**src/rtl/pwbd_pkg.sv**
```systemverilog
// Shared types and constants for the pulse-width byte demodulator.
// No dependencies; imported by the top level, pwbd_cfg and pwbd_framer.
`default_nettype none

package pwbd_pkg;

  localparam int COUNT_WIDTH = 12;
  localparam logic [COUNT_WIDTH-1:0] CNT_MAX = {COUNT_WIDTH{1'b1}};

  localparam int THR_W     = 12;
  localparam int NBYTES_W  = 7;
  localparam int BITPOS_W  = 4;
  localparam int CFG_IDX_W = 2;
  localparam int CFG_DAT_W = 12;

  // register indexes
  localparam logic [CFG_IDX_W-1:0] REG_LOW_THR  = 2'd0;
  localparam logic [CFG_IDX_W-1:0] REG_MID_THR  = 2'd1;
  localparam logic [CFG_IDX_W-1:0] REG_HIGH_THR = 2'd2;
  localparam logic [CFG_IDX_W-1:0] REG_MAX_BYTES = 2'd3;

  localparam logic [THR_W-1:0]    LOW_THR_RST   = 12'd9;
  localparam logic [THR_W-1:0]    MID_THR_RST   = 12'd16;
  localparam logic [THR_W-1:0]    HIGH_THR_RST  = 12'd22;
  localparam logic [NBYTES_W-1:0] MAX_BYTES_RST = 7'd50;

  // preamble: at least five zeros then a one (position counts the one too)
  localparam logic [BITPOS_W-1:0] PREAMBLE_MIN = 4'd6;
  localparam logic [BITPOS_W-1:0] DATA_BITS    = 4'd8;
  localparam logic [BITPOS_W-1:0] BITPOS_MAX   = 4'd15;

  typedef struct packed {
    logic [THR_W-1:0]    low_thr;
    logic [THR_W-1:0]    mid_thr;
    logic [THR_W-1:0]    high_thr;
    logic [NBYTES_W-1:0] max_bytes;
  } cfg_t;

  typedef struct packed {
    logic       valid;
    logic [7:0] data_byte;
    logic       end_of_message;
  } result_t;

endpackage

`default_nettype wire

```
**src/rtl/pulse_width_byte_demodulator.sv**
```systemverilog
// Top level of the pulse-width byte demodulator: stream ports, input and
// result registers. Depends on pwbd_pkg, pwbd_cfg and pwbd_framer.
//
//  channel | direction | tdata (low bit first)  | tuser
//  --------+-----------+------------------------+----------------
//  in_     | slave     | [7:0] sample           | -
//  out_    | master    | [7:0] data_byte        | [0] end_of_message
//  cfg_    | write     | cfg_data by cfg_index  | -
//
// One item per cycle sustained while the result is not stalled. An accepted
// sample is held in the input register; the framer step and the result
// register load then happen in the same cycle.
// Reset (rst_n low, synchronous) clears the framer, empties both registers
// and restores register defaults. A stalled result holds the pipeline;
// in_tready drops only when the input register is full and the result
// register cannot drain.
`default_nettype none

module pulse_width_byte_demodulator (
  input  wire logic                           clk,
  input  wire logic                           rst_n,
  input  wire logic                           in_tvalid,
  output      logic                           in_tready,
  input  wire logic [7:0]                     in_tdata,   // [7:0] sample
  output      logic                           out_tvalid,
  input  wire logic                           out_tready,
  output      logic [7:0]                     out_tdata,  // [7:0] data_byte
  output      logic [0:0]                     out_tuser,  // [0] end_of_message
  input  wire logic                           cfg_we,
  input  wire logic [pwbd_pkg::CFG_IDX_W-1:0] cfg_index,
  input  wire logic [pwbd_pkg::CFG_DAT_W-1:0] cfg_data
);
  import pwbd_pkg::*;

  cfg_t    cfg;
  result_t res;

  logic       s1_valid_r;
  logic       s1_level_r;     // only the line level (sample bit 7) is kept
  logic       out_valid_r;
  logic [7:0] out_data_r;
  logic       out_eom_r;

  logic       advance;        // result register free or draining
  logic       step;           // framer consumes the held item

  assign advance   = !out_valid_r || out_tready;
  assign step      = s1_valid_r && advance;
  assign in_tready = !s1_valid_r || advance;

  pwbd_cfg u_cfg (
    .clk       (clk),
    .rst_n     (rst_n),
    .cfg_we    (cfg_we),
    .cfg_index (cfg_index),
    .cfg_data  (cfg_data),
    .cfg       (cfg)
  );

  pwbd_framer u_framer (
    .clk   (clk),
    .rst_n (rst_n),
    .step  (step),
    .level (s1_level_r),
    .cfg   (cfg),
    .res   (res)
  );

  // input register
  always_ff @(posedge clk) begin
    if (!rst_n) begin
      s1_valid_r <= 1'b0;
    end else if (in_tready) begin
      s1_valid_r <= in_tvalid;
    end
  end

  always_ff @(posedge clk) begin
    if (in_tready && in_tvalid) begin
      s1_level_r <= in_tdata[7];
    end
  end

  // result register; an item that makes no result just leaves it empty
  always_ff @(posedge clk) begin
    if (!rst_n) begin
      out_valid_r <= 1'b0;
    end else if (advance) begin
      out_valid_r <= res.valid;
    end
  end

  always_ff @(posedge clk) begin
    if (advance && res.valid) begin
      out_data_r <= res.data_byte;
      out_eom_r  <= res.end_of_message;
    end
  end

  assign out_tvalid = out_valid_r;
  assign out_tdata  = out_data_r;
  assign out_tuser  = out_eom_r;

endmodule

`default_nettype wire

```
**src/rtl/pwbd_cfg.sv**
```systemverilog
// Configuration register file for the demodulator.
// Depends on pwbd_pkg.
`default_nettype none

module pwbd_cfg (
  input  wire logic                          clk,
  input  wire logic                          rst_n,
  input  wire logic                          cfg_we,
  input  wire logic [pwbd_pkg::CFG_IDX_W-1:0] cfg_index,
  input  wire logic [pwbd_pkg::CFG_DAT_W-1:0] cfg_data,
  output pwbd_pkg::cfg_t                     cfg
);
  import pwbd_pkg::*;

  cfg_t cfg_r;

  always_ff @(posedge clk) begin
    if (!rst_n) begin
      cfg_r.low_thr   <= LOW_THR_RST;
      cfg_r.mid_thr   <= MID_THR_RST;
      cfg_r.high_thr  <= HIGH_THR_RST;
      cfg_r.max_bytes <= MAX_BYTES_RST;
    end else if (cfg_we) begin
      unique case (cfg_index)
        REG_LOW_THR:   cfg_r.low_thr   <= cfg_data[THR_W-1:0];
        REG_MID_THR:   cfg_r.mid_thr   <= cfg_data[THR_W-1:0];
        REG_HIGH_THR:  cfg_r.high_thr  <= cfg_data[THR_W-1:0];
        REG_MAX_BYTES: cfg_r.max_bytes <= cfg_data[NBYTES_W-1:0];
        default: ;
      endcase
    end
  end

  assign cfg = cfg_r;

endmodule

`default_nettype wire

```
**src/rtl/pwbd_framer.sv**
```systemverilog
// Pulse measurement, preamble sync and byte framing with even parity.
// Depends on pwbd_pkg. One level sample processed per step.
`default_nettype none

module pwbd_framer (
  input  wire logic            clk,
  input  wire logic            rst_n,
  input  wire logic            step,
  input  wire logic            level,
  input  wire pwbd_pkg::cfg_t  cfg,
  output pwbd_pkg::result_t    res
);
  import pwbd_pkg::*;

  logic                   prev_r,   prev_nxt;
  logic [COUNT_WIDTH-1:0] plen_r,   plen_nxt;
  logic [BITPOS_W-1:0]    bitpos_r, bitpos_nxt;
  logic                   sync_r,   sync_nxt;
  logic [7:0]             shift_r,  shift_nxt;
  logic [NBYTES_W-1:0]    nbytes_r, nbytes_nxt;

  logic                   pulse_bad;
  logic                   pulse_bit;
  logic [BITPOS_W-1:0]    pos_inc;
  logic [BITPOS_W-1:0]    pos_sat;
  logic                   fr_reset;

  assign pulse_bad = (plen_r < cfg.low_thr) || (plen_r > cfg.high_thr);
  assign pulse_bit = (plen_r >= cfg.mid_thr);
  assign pos_inc   = bitpos_r + 1'b1;
  assign pos_sat   = (bitpos_r < BITPOS_MAX) ? pos_inc : bitpos_r;

  always_comb begin
    prev_nxt   = prev_r;
    plen_nxt   = plen_r;
    bitpos_nxt = bitpos_r;
    sync_nxt   = sync_r;
    shift_nxt  = shift_r;
    nbytes_nxt = nbytes_r;
    fr_reset   = 1'b0;
    res        = '0;

    if (step) begin
      if (level == prev_r) begin
        if (plen_r != CNT_MAX) plen_nxt = plen_r + 1'b1;
      end else begin
        prev_nxt = level;
        plen_nxt = '0;
        if (!level) begin
          // falling edge: judge the high pulse
          priority if (pulse_bad) begin
            fr_reset = 1'b1;
          end else if (!sync_r) begin
            bitpos_nxt = pos_sat;
            if (pulse_bit) begin
              if (pos_sat < PREAMBLE_MIN) begin
                fr_reset = 1'b1;
              end else begin
                bitpos_nxt = '0;
                sync_nxt   = 1'b1;
              end
            end
          end else if (pos_inc <= DATA_BITS) begin
            bitpos_nxt = pos_inc;
            shift_nxt  = {shift_r[6:0], pulse_bit};
          end else if ((^shift_r) != pulse_bit) begin
            fr_reset = 1'b1;           // parity error
          end else if (nbytes_r >= cfg.max_bytes) begin
            fr_reset = 1'b1;           // message too long
          end else begin
            nbytes_nxt         = nbytes_r + 1'b1;
            bitpos_nxt         = '0;
            res.valid          = 1'b1;
            res.data_byte      = shift_r;
            res.end_of_message = 1'b0;
          end
        end
      end

      if (fr_reset) begin
        if (nbytes_r != '0) begin
          res.valid          = 1'b1;
          res.data_byte      = '0;
          res.end_of_message = 1'b1;
        end
        prev_nxt   = 1'b0;
        plen_nxt   = '0;
        bitpos_nxt = '0;
        sync_nxt   = 1'b0;
        shift_nxt  = '0;
        nbytes_nxt = '0;
      end
    end
  end

  always_ff @(posedge clk) begin
    if (!rst_n) begin
      prev_r   <= 1'b0;
      plen_r   <= '0;
      bitpos_r <= '0;
      sync_r   <= 1'b0;
      shift_r  <= '0;
      nbytes_r <= '0;
    end else begin
      prev_r   <= prev_nxt;
      plen_r   <= plen_nxt;
      bitpos_r <= bitpos_nxt;
      sync_r   <= sync_nxt;
      shift_r  <= shift_nxt;
      nbytes_r <= nbytes_nxt;
    end
  end

endmodule

`default_nettype wire

```
**config.mk**
```make
export PLATFORM = sky130hd
export DESIGN_NAME = pulse_width_byte_demodulator
export DESIGN_NICKNAME = d
export VERILOG_FILES = /design/src/rtl/pwbd_pkg.sv /design/src/rtl/pulse_width_byte_demodulator.sv /design/src/rtl/pwbd_cfg.sv /design/src/rtl/pwbd_framer.sv
export SDC_FILE = /design/constraint.sdc
export NUM_CORES = 1
export LEC_CHECK = 0
export BUFFER_PORTS_ARGS = -buffer_cell sky130_fd_sc_hd__buf_4
export CAP_MARGIN = 0
export CORE_MARGIN = 4
export CORE_UTILIZATION = 62
export CTS_BUF_LIST = sky130_fd_sc_hd__clkbuf_2
export DETAILED_ROUTE_END_ITERATION = 16
export PLACE_DENSITY = 0.82
export SYNTH_ARGS = -nofsm -noshare
export SYNTH_HDL_FRONTEND = slang
export SYNTH_SLANG_ARGS = --single-unit
```
**constraint.sdc**
```tcl
create_clock -name clk -period 3.68 [get_ports clk]
set_clock_uncertainty 0.15 [all_clocks]
set_input_delay 0.736 -clock clk [delete_from_list [all_inputs] [get_ports clk]]
set_output_delay 0.736 -clock clk [all_outputs]
set_load 0.01 [all_outputs]
```
* Word level (Yosys, flattened, before mapping)
Cells that the tools add are included.
** Word-level totals
- Bits in latches :: 0
- Output and inout port bits :: 11
- Register bits :: 88
- Memories :: 0
- Bits of input ports :: 27
- Bits in writable memories :: 0
- ROM bits :: 0
** Operators by class
- Bitwise operators :: 0
- Divide/modulo/power cells :: 0
- Order comparisons :: 7
- Reductions and logical operators :: 23
- Multiply operators :: 0
- Eq/ne operators :: 15
- Add/subtract/negate cells :: 3
- Shift operators :: 0
- Muxes and demuxes :: 57
** Operator list (count)
- 2-to-1 mux 10 bit :: 10
- 2-to-1 mux 7 bit :: 8
- 2-to-1 mux 8 bit :: 6
- 2-to-1 mux 4 bit :: 11
- 2-to-1 mux 12 bit :: 3
- 2-to-1 mux 1 bit :: 19
- adder 12 x 1 -> 12 bit, second input constant :: 1
- greater-or-equal comparator 12 bit :: 1
- greater-than comparator 12 bit :: 1
- less-than comparator 12 bit :: 1
- inequality test 12 bit, second input constant :: 1
- AND reduction 2 bit :: 6
- AND reduction 6 bit :: 2
- inequality test 2 bit, second input constant :: 5
- inequality test 4 bit, second input constant :: 2
- AND reduction 8 bit :: 1
- XOR reduction 8 bit :: 1
- adder 7 x 1 -> 7 bit, second input constant :: 1
- greater-or-equal comparator 7 bit :: 1
- nonzero test 7 bit :: 1
- adder 4 x 1 -> 4 bit, second input constant :: 1
- == test 2 bit, second input constant :: 2
- <= comparator 4 bit, second input constant :: 1
- less-than comparator 4 x 3 -> 1 bit, second input constant :: 1
- 12 further kinds :: 18

* Depth between registers and ports, before layout
- Depth after elaboration :: 13
- Gate-level depth with buffers :: 11

* Cells and area by module
From an unflattened synthesis, not the netlist that was laid out.
** Second synthesis, totals
- Cells, all modules :: 548
- Area, all modules :: 5019.8 um2
** By module, submodules not included
- pwbd_framer :: instances 1, area an instance 2922.8 um2, cells an instance 363
- pwbd_cfg :: instances 1, area an instance 1696.6 um2, cells an instance 165
- pulse_width_byte_demodulator :: instances 1, area an instance 400.4 um2, cells an instance 20

* Worst setup path before layout
Ideal clock, no wire load.
- Kind :: reg-to-reg
- Start point :: reg u_framer.plen_r[0]
- End point :: reg out_data_r[0] (netlist: out_tdata[0]) (enable)
- Period minus slack after synthesis :: 2.805 ns
- Slack :: 0.875 ns
- Buffers on the path :: 0
- Stages on the path, launching flop included :: 11
- Setup time :: 0.288 ns
- Arrival :: 2.367 ns
- Required time :: 3.242 ns
- Cells stage by stage :: dfxtp_1 > inv_1 > ha_1 > nor2b_4 > o21ai_2 > a41oi_2 > o31ai_4 > a2bb2oi_2 > nand3_4 > o311a_1 > or2_1
** Between the ends
- Cells in the longest elaborated chain, start to end :: 12
- Elaborated cells between the ends (all ways) :: 23
- Classes of those cells :: order compare: 3; eq/ne: 1; mux: 17; reduce/logical: 2
** Ends and longest elaborated chain
- from (decl) :: RTL line pwbd_framer.sv:16 : logic [COUNT_WIDTH-1:0] plen_r, plen_nxt;
- from (signal assigned) :: RTL line pwbd_framer.sv:106 : plen_r <= plen_nxt;
- greater-or-equal comparator 12 bit :: RTL line pwbd_framer.sv:29 : assign pulse_bit = (plen_r >= cfg.mid_thr);
- inequality test 1 bit :: RTL line pwbd_framer.sv:66 : end else if ((^shift_r) != pulse_bit) begin
- 2-to-1 mux 10 bit or 2-to-1 mux 1 bit (tied branches) :: RTL line pwbd_framer.sv:66
- 2-to-1 mux 10 bit or 2-to-1 mux 1 bit (tied branches) :: RTL line pwbd_framer.sv:63 : end else if (pos_inc <= DATA_BITS) begin
- 2-to-1 mux 10 bit or 2-to-1 mux 1 bit (tied branches) :: RTL line pwbd_framer.sv:53 : end else if (!sync_r) begin
- 2-to-1 mux 10 bit or 2-to-1 mux 1 bit (tied branches) :: RTL line pwbd_framer.sv:51 : priority if (pulse_bad) begin
- 2-to-1 mux 10 bit or 2-to-1 mux 1 bit (tied branches) :: RTL line pwbd_framer.sv:49 : if (!level) begin
- 2-to-1 mux 10 bit or 2-to-1 mux 1 bit (tied branches) :: RTL line pwbd_framer.sv:44 : if (level == prev_r) begin
- 2-to-1 mux 10 bit or 2-to-1 mux 1 bit (tied branches) :: RTL line pwbd_framer.sv:81, pwbd_framer.sv:43
- 2-to-1 mux 10 bit (*) :: RTL line pwbd_framer.sv:80 : if (fr_reset) begin
- 2-to-1 mux 10 bit (*) :: RTL line pwbd_framer.sv:43 : if (step) begin
- logical AND 1 bit (*) :: RTL line pulse_width_byte_demodulator.sv:94 : if (advance && res.valid) begin
- to (signal assigned) :: RTL line pulse_width_byte_demodulator.sv:95 : out_data_r <= res.data_byte;
- to (decl) :: RTL line pulse_width_byte_demodulator.sv:41 : logic [7:0] out_data_r;
Mark *: on every way between the ends. The rest lies on a longest branch, timed or not. The select of a mux whose other input is x is not followed.
A chain may end at the register's enable or synchronous reset.

* Worst setup path after layout
- Start point :: reg u_framer.plen_r[0]
- End point :: reg out_data_r[6] (netlist: out_tdata[6]) (enable)
Same word-level chain as after synthesis.

==> results.toml <==
[yosys]
seq_area_frac_synth_pct = 38.3
yosysWarnings = 0
synth.avg_cell_area_sq_um = 8.75
synthesis.area_sq_mm = 0.00486
syn_nets = 629
async_flop_share_pct = 0
netlist_instances = 556
synth-seq-cells = 88
synth_cell_type_count = 64
synth-main-ff-cell = "dfxtp_1"
synth_edf_count = 10

[floorplan]
coreArea_sq_mm = 0.00769
die_y_um = 96.6
initial_core_util_pct = 63.3
dieArea_sq_mm = 0.00933
io_pins = 38
rows = 32
die_w_um = 96.6

[worst_setup_path]
crit_path_start_kind = "flop"
critPathMaxStageDelay_ns = 0.51
required_ns = 3.78
r2r_start = "u_framer.plen_r[0]$_SDFFE_PN0P_"
endpoint_kind = "flop"
reg2reg_depth = 10
worstSetupPathType = "flop to flop"
crit_fanout = 10
path_buf_inv = 1
worst-r2r-setup-slack_ns = 0.39
slowest_stage = "o31ai_4"
crit_family = "simple AND/OR/NAND/NOR gates"
r2r_end = "out_tdata[6]$_SDFFCE_PN0P_"
path_cells = "inv_1 -> ha_1 -> nor2b_4 -> o21ai_2 -> a41oi_2 -> o31ai_4 -> xor2_1 -> nor3_1 -> and3_1 -> or2_1"
cp.arrival_ns = 3.39

[timing]
finalWorstSetupSlack_ns = 0.393
fin_crit_ns = 3.29
worst_pin_slew_ns = 1.04
grt_setup_unrepaired = "no"
timing.hold.ws_ns = 0.207
drv_slew = 0
min_period_over_period_pct = 89.3
maxSlewHeadroom_pct = 30.5
hold_viol = 0
fmax_mhz = 304
setup_violations = 0
fin_tns_setup_ns = 0

[worst_hold_path]
min_from = "in_tdata[7]"
worstHoldEndpoint = "s1_level_r$_DFFE_PP_"
min_path_cells = 1
hold_path_class = "input port to flop"

[clock_tree]
cts.clk_slew.worst_paths_ns = 0.26
cts_resized = 0
cts.sinks = 88
worstSkewPairLatency_ns = 0.53
h-tree-depth = 3
cts_made_buffers = 9
hold_buffers = 0
cts_tree = "yes"
cts-root-buf = "clkbuf_2"
postCtsSetupRepairBufs = 0
clockBufferDepth = 2

[final_layout]
nets = 654
final_common_cell = "nand2_1"
drive_gt1_share_pct = 11.6
final_util_pct = 68.4
final_cell_mix = "nand2_1 (94), dfxtp_1 (78), inv_1 (50), ha_1 (46), a21boi_0 (37)"
fillers = 629
diodes = 0
syn2layout_area_growth_pct = 8.15

[placed_design]
gp_congestion = 0.886
preCtsSetupSlack_ns = 0.420
portBuffers = 30
dp_hpwl_um = 7530

[drt]
postRouteAntennaNets = 0
drt-initial-drc-count = 274
vias = 3922
route.detailed.drc = 0
firstDrtPassIters = 5
vias_per_cell = 5.70
avgRoutedWirePerCell_um = 14.8
routed_wl_um = 10200

[grt]
grt_max_degree = 62
grtUsageTotal_pct = 23.2
grt.overflow.total = 0
antenna_found_initial = 0
grt_pass1_vias = 3632
grt_pass1_wl_um = 16900

[power]
vdd_drop_max_v = 0.000194
p_per_area_mw_per_mm2 = 308
p_leak_nw = 2.15

[status]
status = "finished, final reports clean"

[job]
cap_violations = 0
==> per-layer routing <==
metal  vias up  wire (um)  track usage (%)
li1       1995          -                -
met1      1801       4650             31.2
met2       109       4700             37.7
met3        17        637             3.95
met4         0        172             8.18
met5         -          0                0
==> worst register-to-register path, stage by stage (launching register included) <==
cell and delay, ns:
dfxtp_1 0.47, inv_1 0.13, ha_1 0.34, nor2b_4 0.05
o21ai_2 0.13, a41oi_2 0.18, o31ai_4 0.51, xor2_1 0.13
nor3_1 0.22, and3_1 0.35, or2_1 0.35
==> sequential cells by signal, summed over array words and instances, names as in the netlist, 4 cells and up <==
register           flops
out_tdata              8
u_framer.nbytes_r      7
u_framer.plen_r       12
u_cfg.cfg             43
u_framer.shift_r       8
u_framer.bitpos_r      4
==> power breakdown <==
part           total [W]  switching (W)  internal (W)
combinational   0.000142      0.0000855     0.0000564
sequential       0.00100      0.0000125      0.000992
clock           0.000474       0.000364      0.000110
total            0.00162       0.000462       0.00116
==> final cells by class <==
cell class / count / area, sq um / area share [%]
clock inverters: 7 / 63.8 / 1.21
clock buffers: 9 / 45.0 / 0.856
inverters: 50 / 188 / 3.57
well taps: 102 / 128 / 2.43
multi-input cells: 400 / 2740 / 52.0
repair buffers: 32 / 240 / 4.57
flip-flops and latches: 88 / 1860 / 35.4
==> cells by family (layout without fill, tap and decap cells) <==
logic type / Yosys count / count (layout) / synth area share, %
AO/OA/AOI/OAI: 131 / 131 / 20.0
XOR/XNOR: 17 / 17 / 3.06
adder cells (fa/ha/maj): 46 / 46 / 11.8
buffers and inverters: 68 / 98 / 5.50
flip-flops: 88 / 88 / 38.3
multiplexers: 2 / 2 / 0.412
AND/OR/NAND/NOR: 204 / 204 / 20.9
==> synthesized netlist by cell type, types with 5 or more instances <==
cell type  instances  area (sq um)
nand2_1           94           353
dfxtp_1           78          1560
inv_1             50           188
ha_1              46           576
a21boi_0          37           278
a21oi_1           29           145
nor2_1            21          78.8
nand4_1           14          87.6
clkbuf_1          13          48.8
nand3_1           13          65.1
and2_1            12          75.1
xnor2_1           11          96.3
edfxtp_1          10           300
o211ai_1          10          75.1
a22o_1             8          70.1
and3_1             8          50.1
o21ai_0            8          40.0
a21o_1             7          52.6
nand3b_1           7          52.6
nor2b_1            7          43.8
nand2b_1           6          37.5
xor2_1             6          52.6
nor3_1             5          25.0
==> how the worst max path moves through the flow <==
stage                                    startpoint                    endpoint  slack, ns  depth (start not counted)
finish              u_framer.plen_r[0]$_SDFFE_PN0P_  out_tdata[6]$_SDFFCE_PN0P_       0.39                         10
global route        u_framer.plen_r[0]$_SDFFE_PN0P_     out_tuser$_SDFFCE_PN0P_       0.23                         10
CTS                 u_framer.plen_r[0]$_SDFFE_PN0P_     out_tuser$_SDFFCE_PN0P_       0.40                         10
detailed placement  u_framer.plen_r[0]$_SDFFE_PN0P_  out_tdata[3]$_SDFFCE_PN0P_       0.42                         10
global placement    u_framer.plen_r[0]$_SDFFE_PN0P_  out_tdata[2]$_SDFFCE_PN0P_       0.50                         10
floorplan           u_framer.plen_r[0]$_SDFFE_PN0P_  out_tdata[0]$_SDFFCE_PN0P_       0.87                         10
==> stage by stage <==
stage / cell area (sq um) / total power, W / cells
3_3_place_gp: 5150 / 0.00116 / 672
3_5_place_dp: 5150 / 0.00116 / 672
2_1_floorplan: 4860 / 0.00111 / 556
6_report: 5260 / 0.00162 / 688
5_1_grt: 5260 / 0.00169 / 688
4_1_cts: 5260 / 0.00163 / 688
Note: power is estimated with default switching activity, not from simulation.
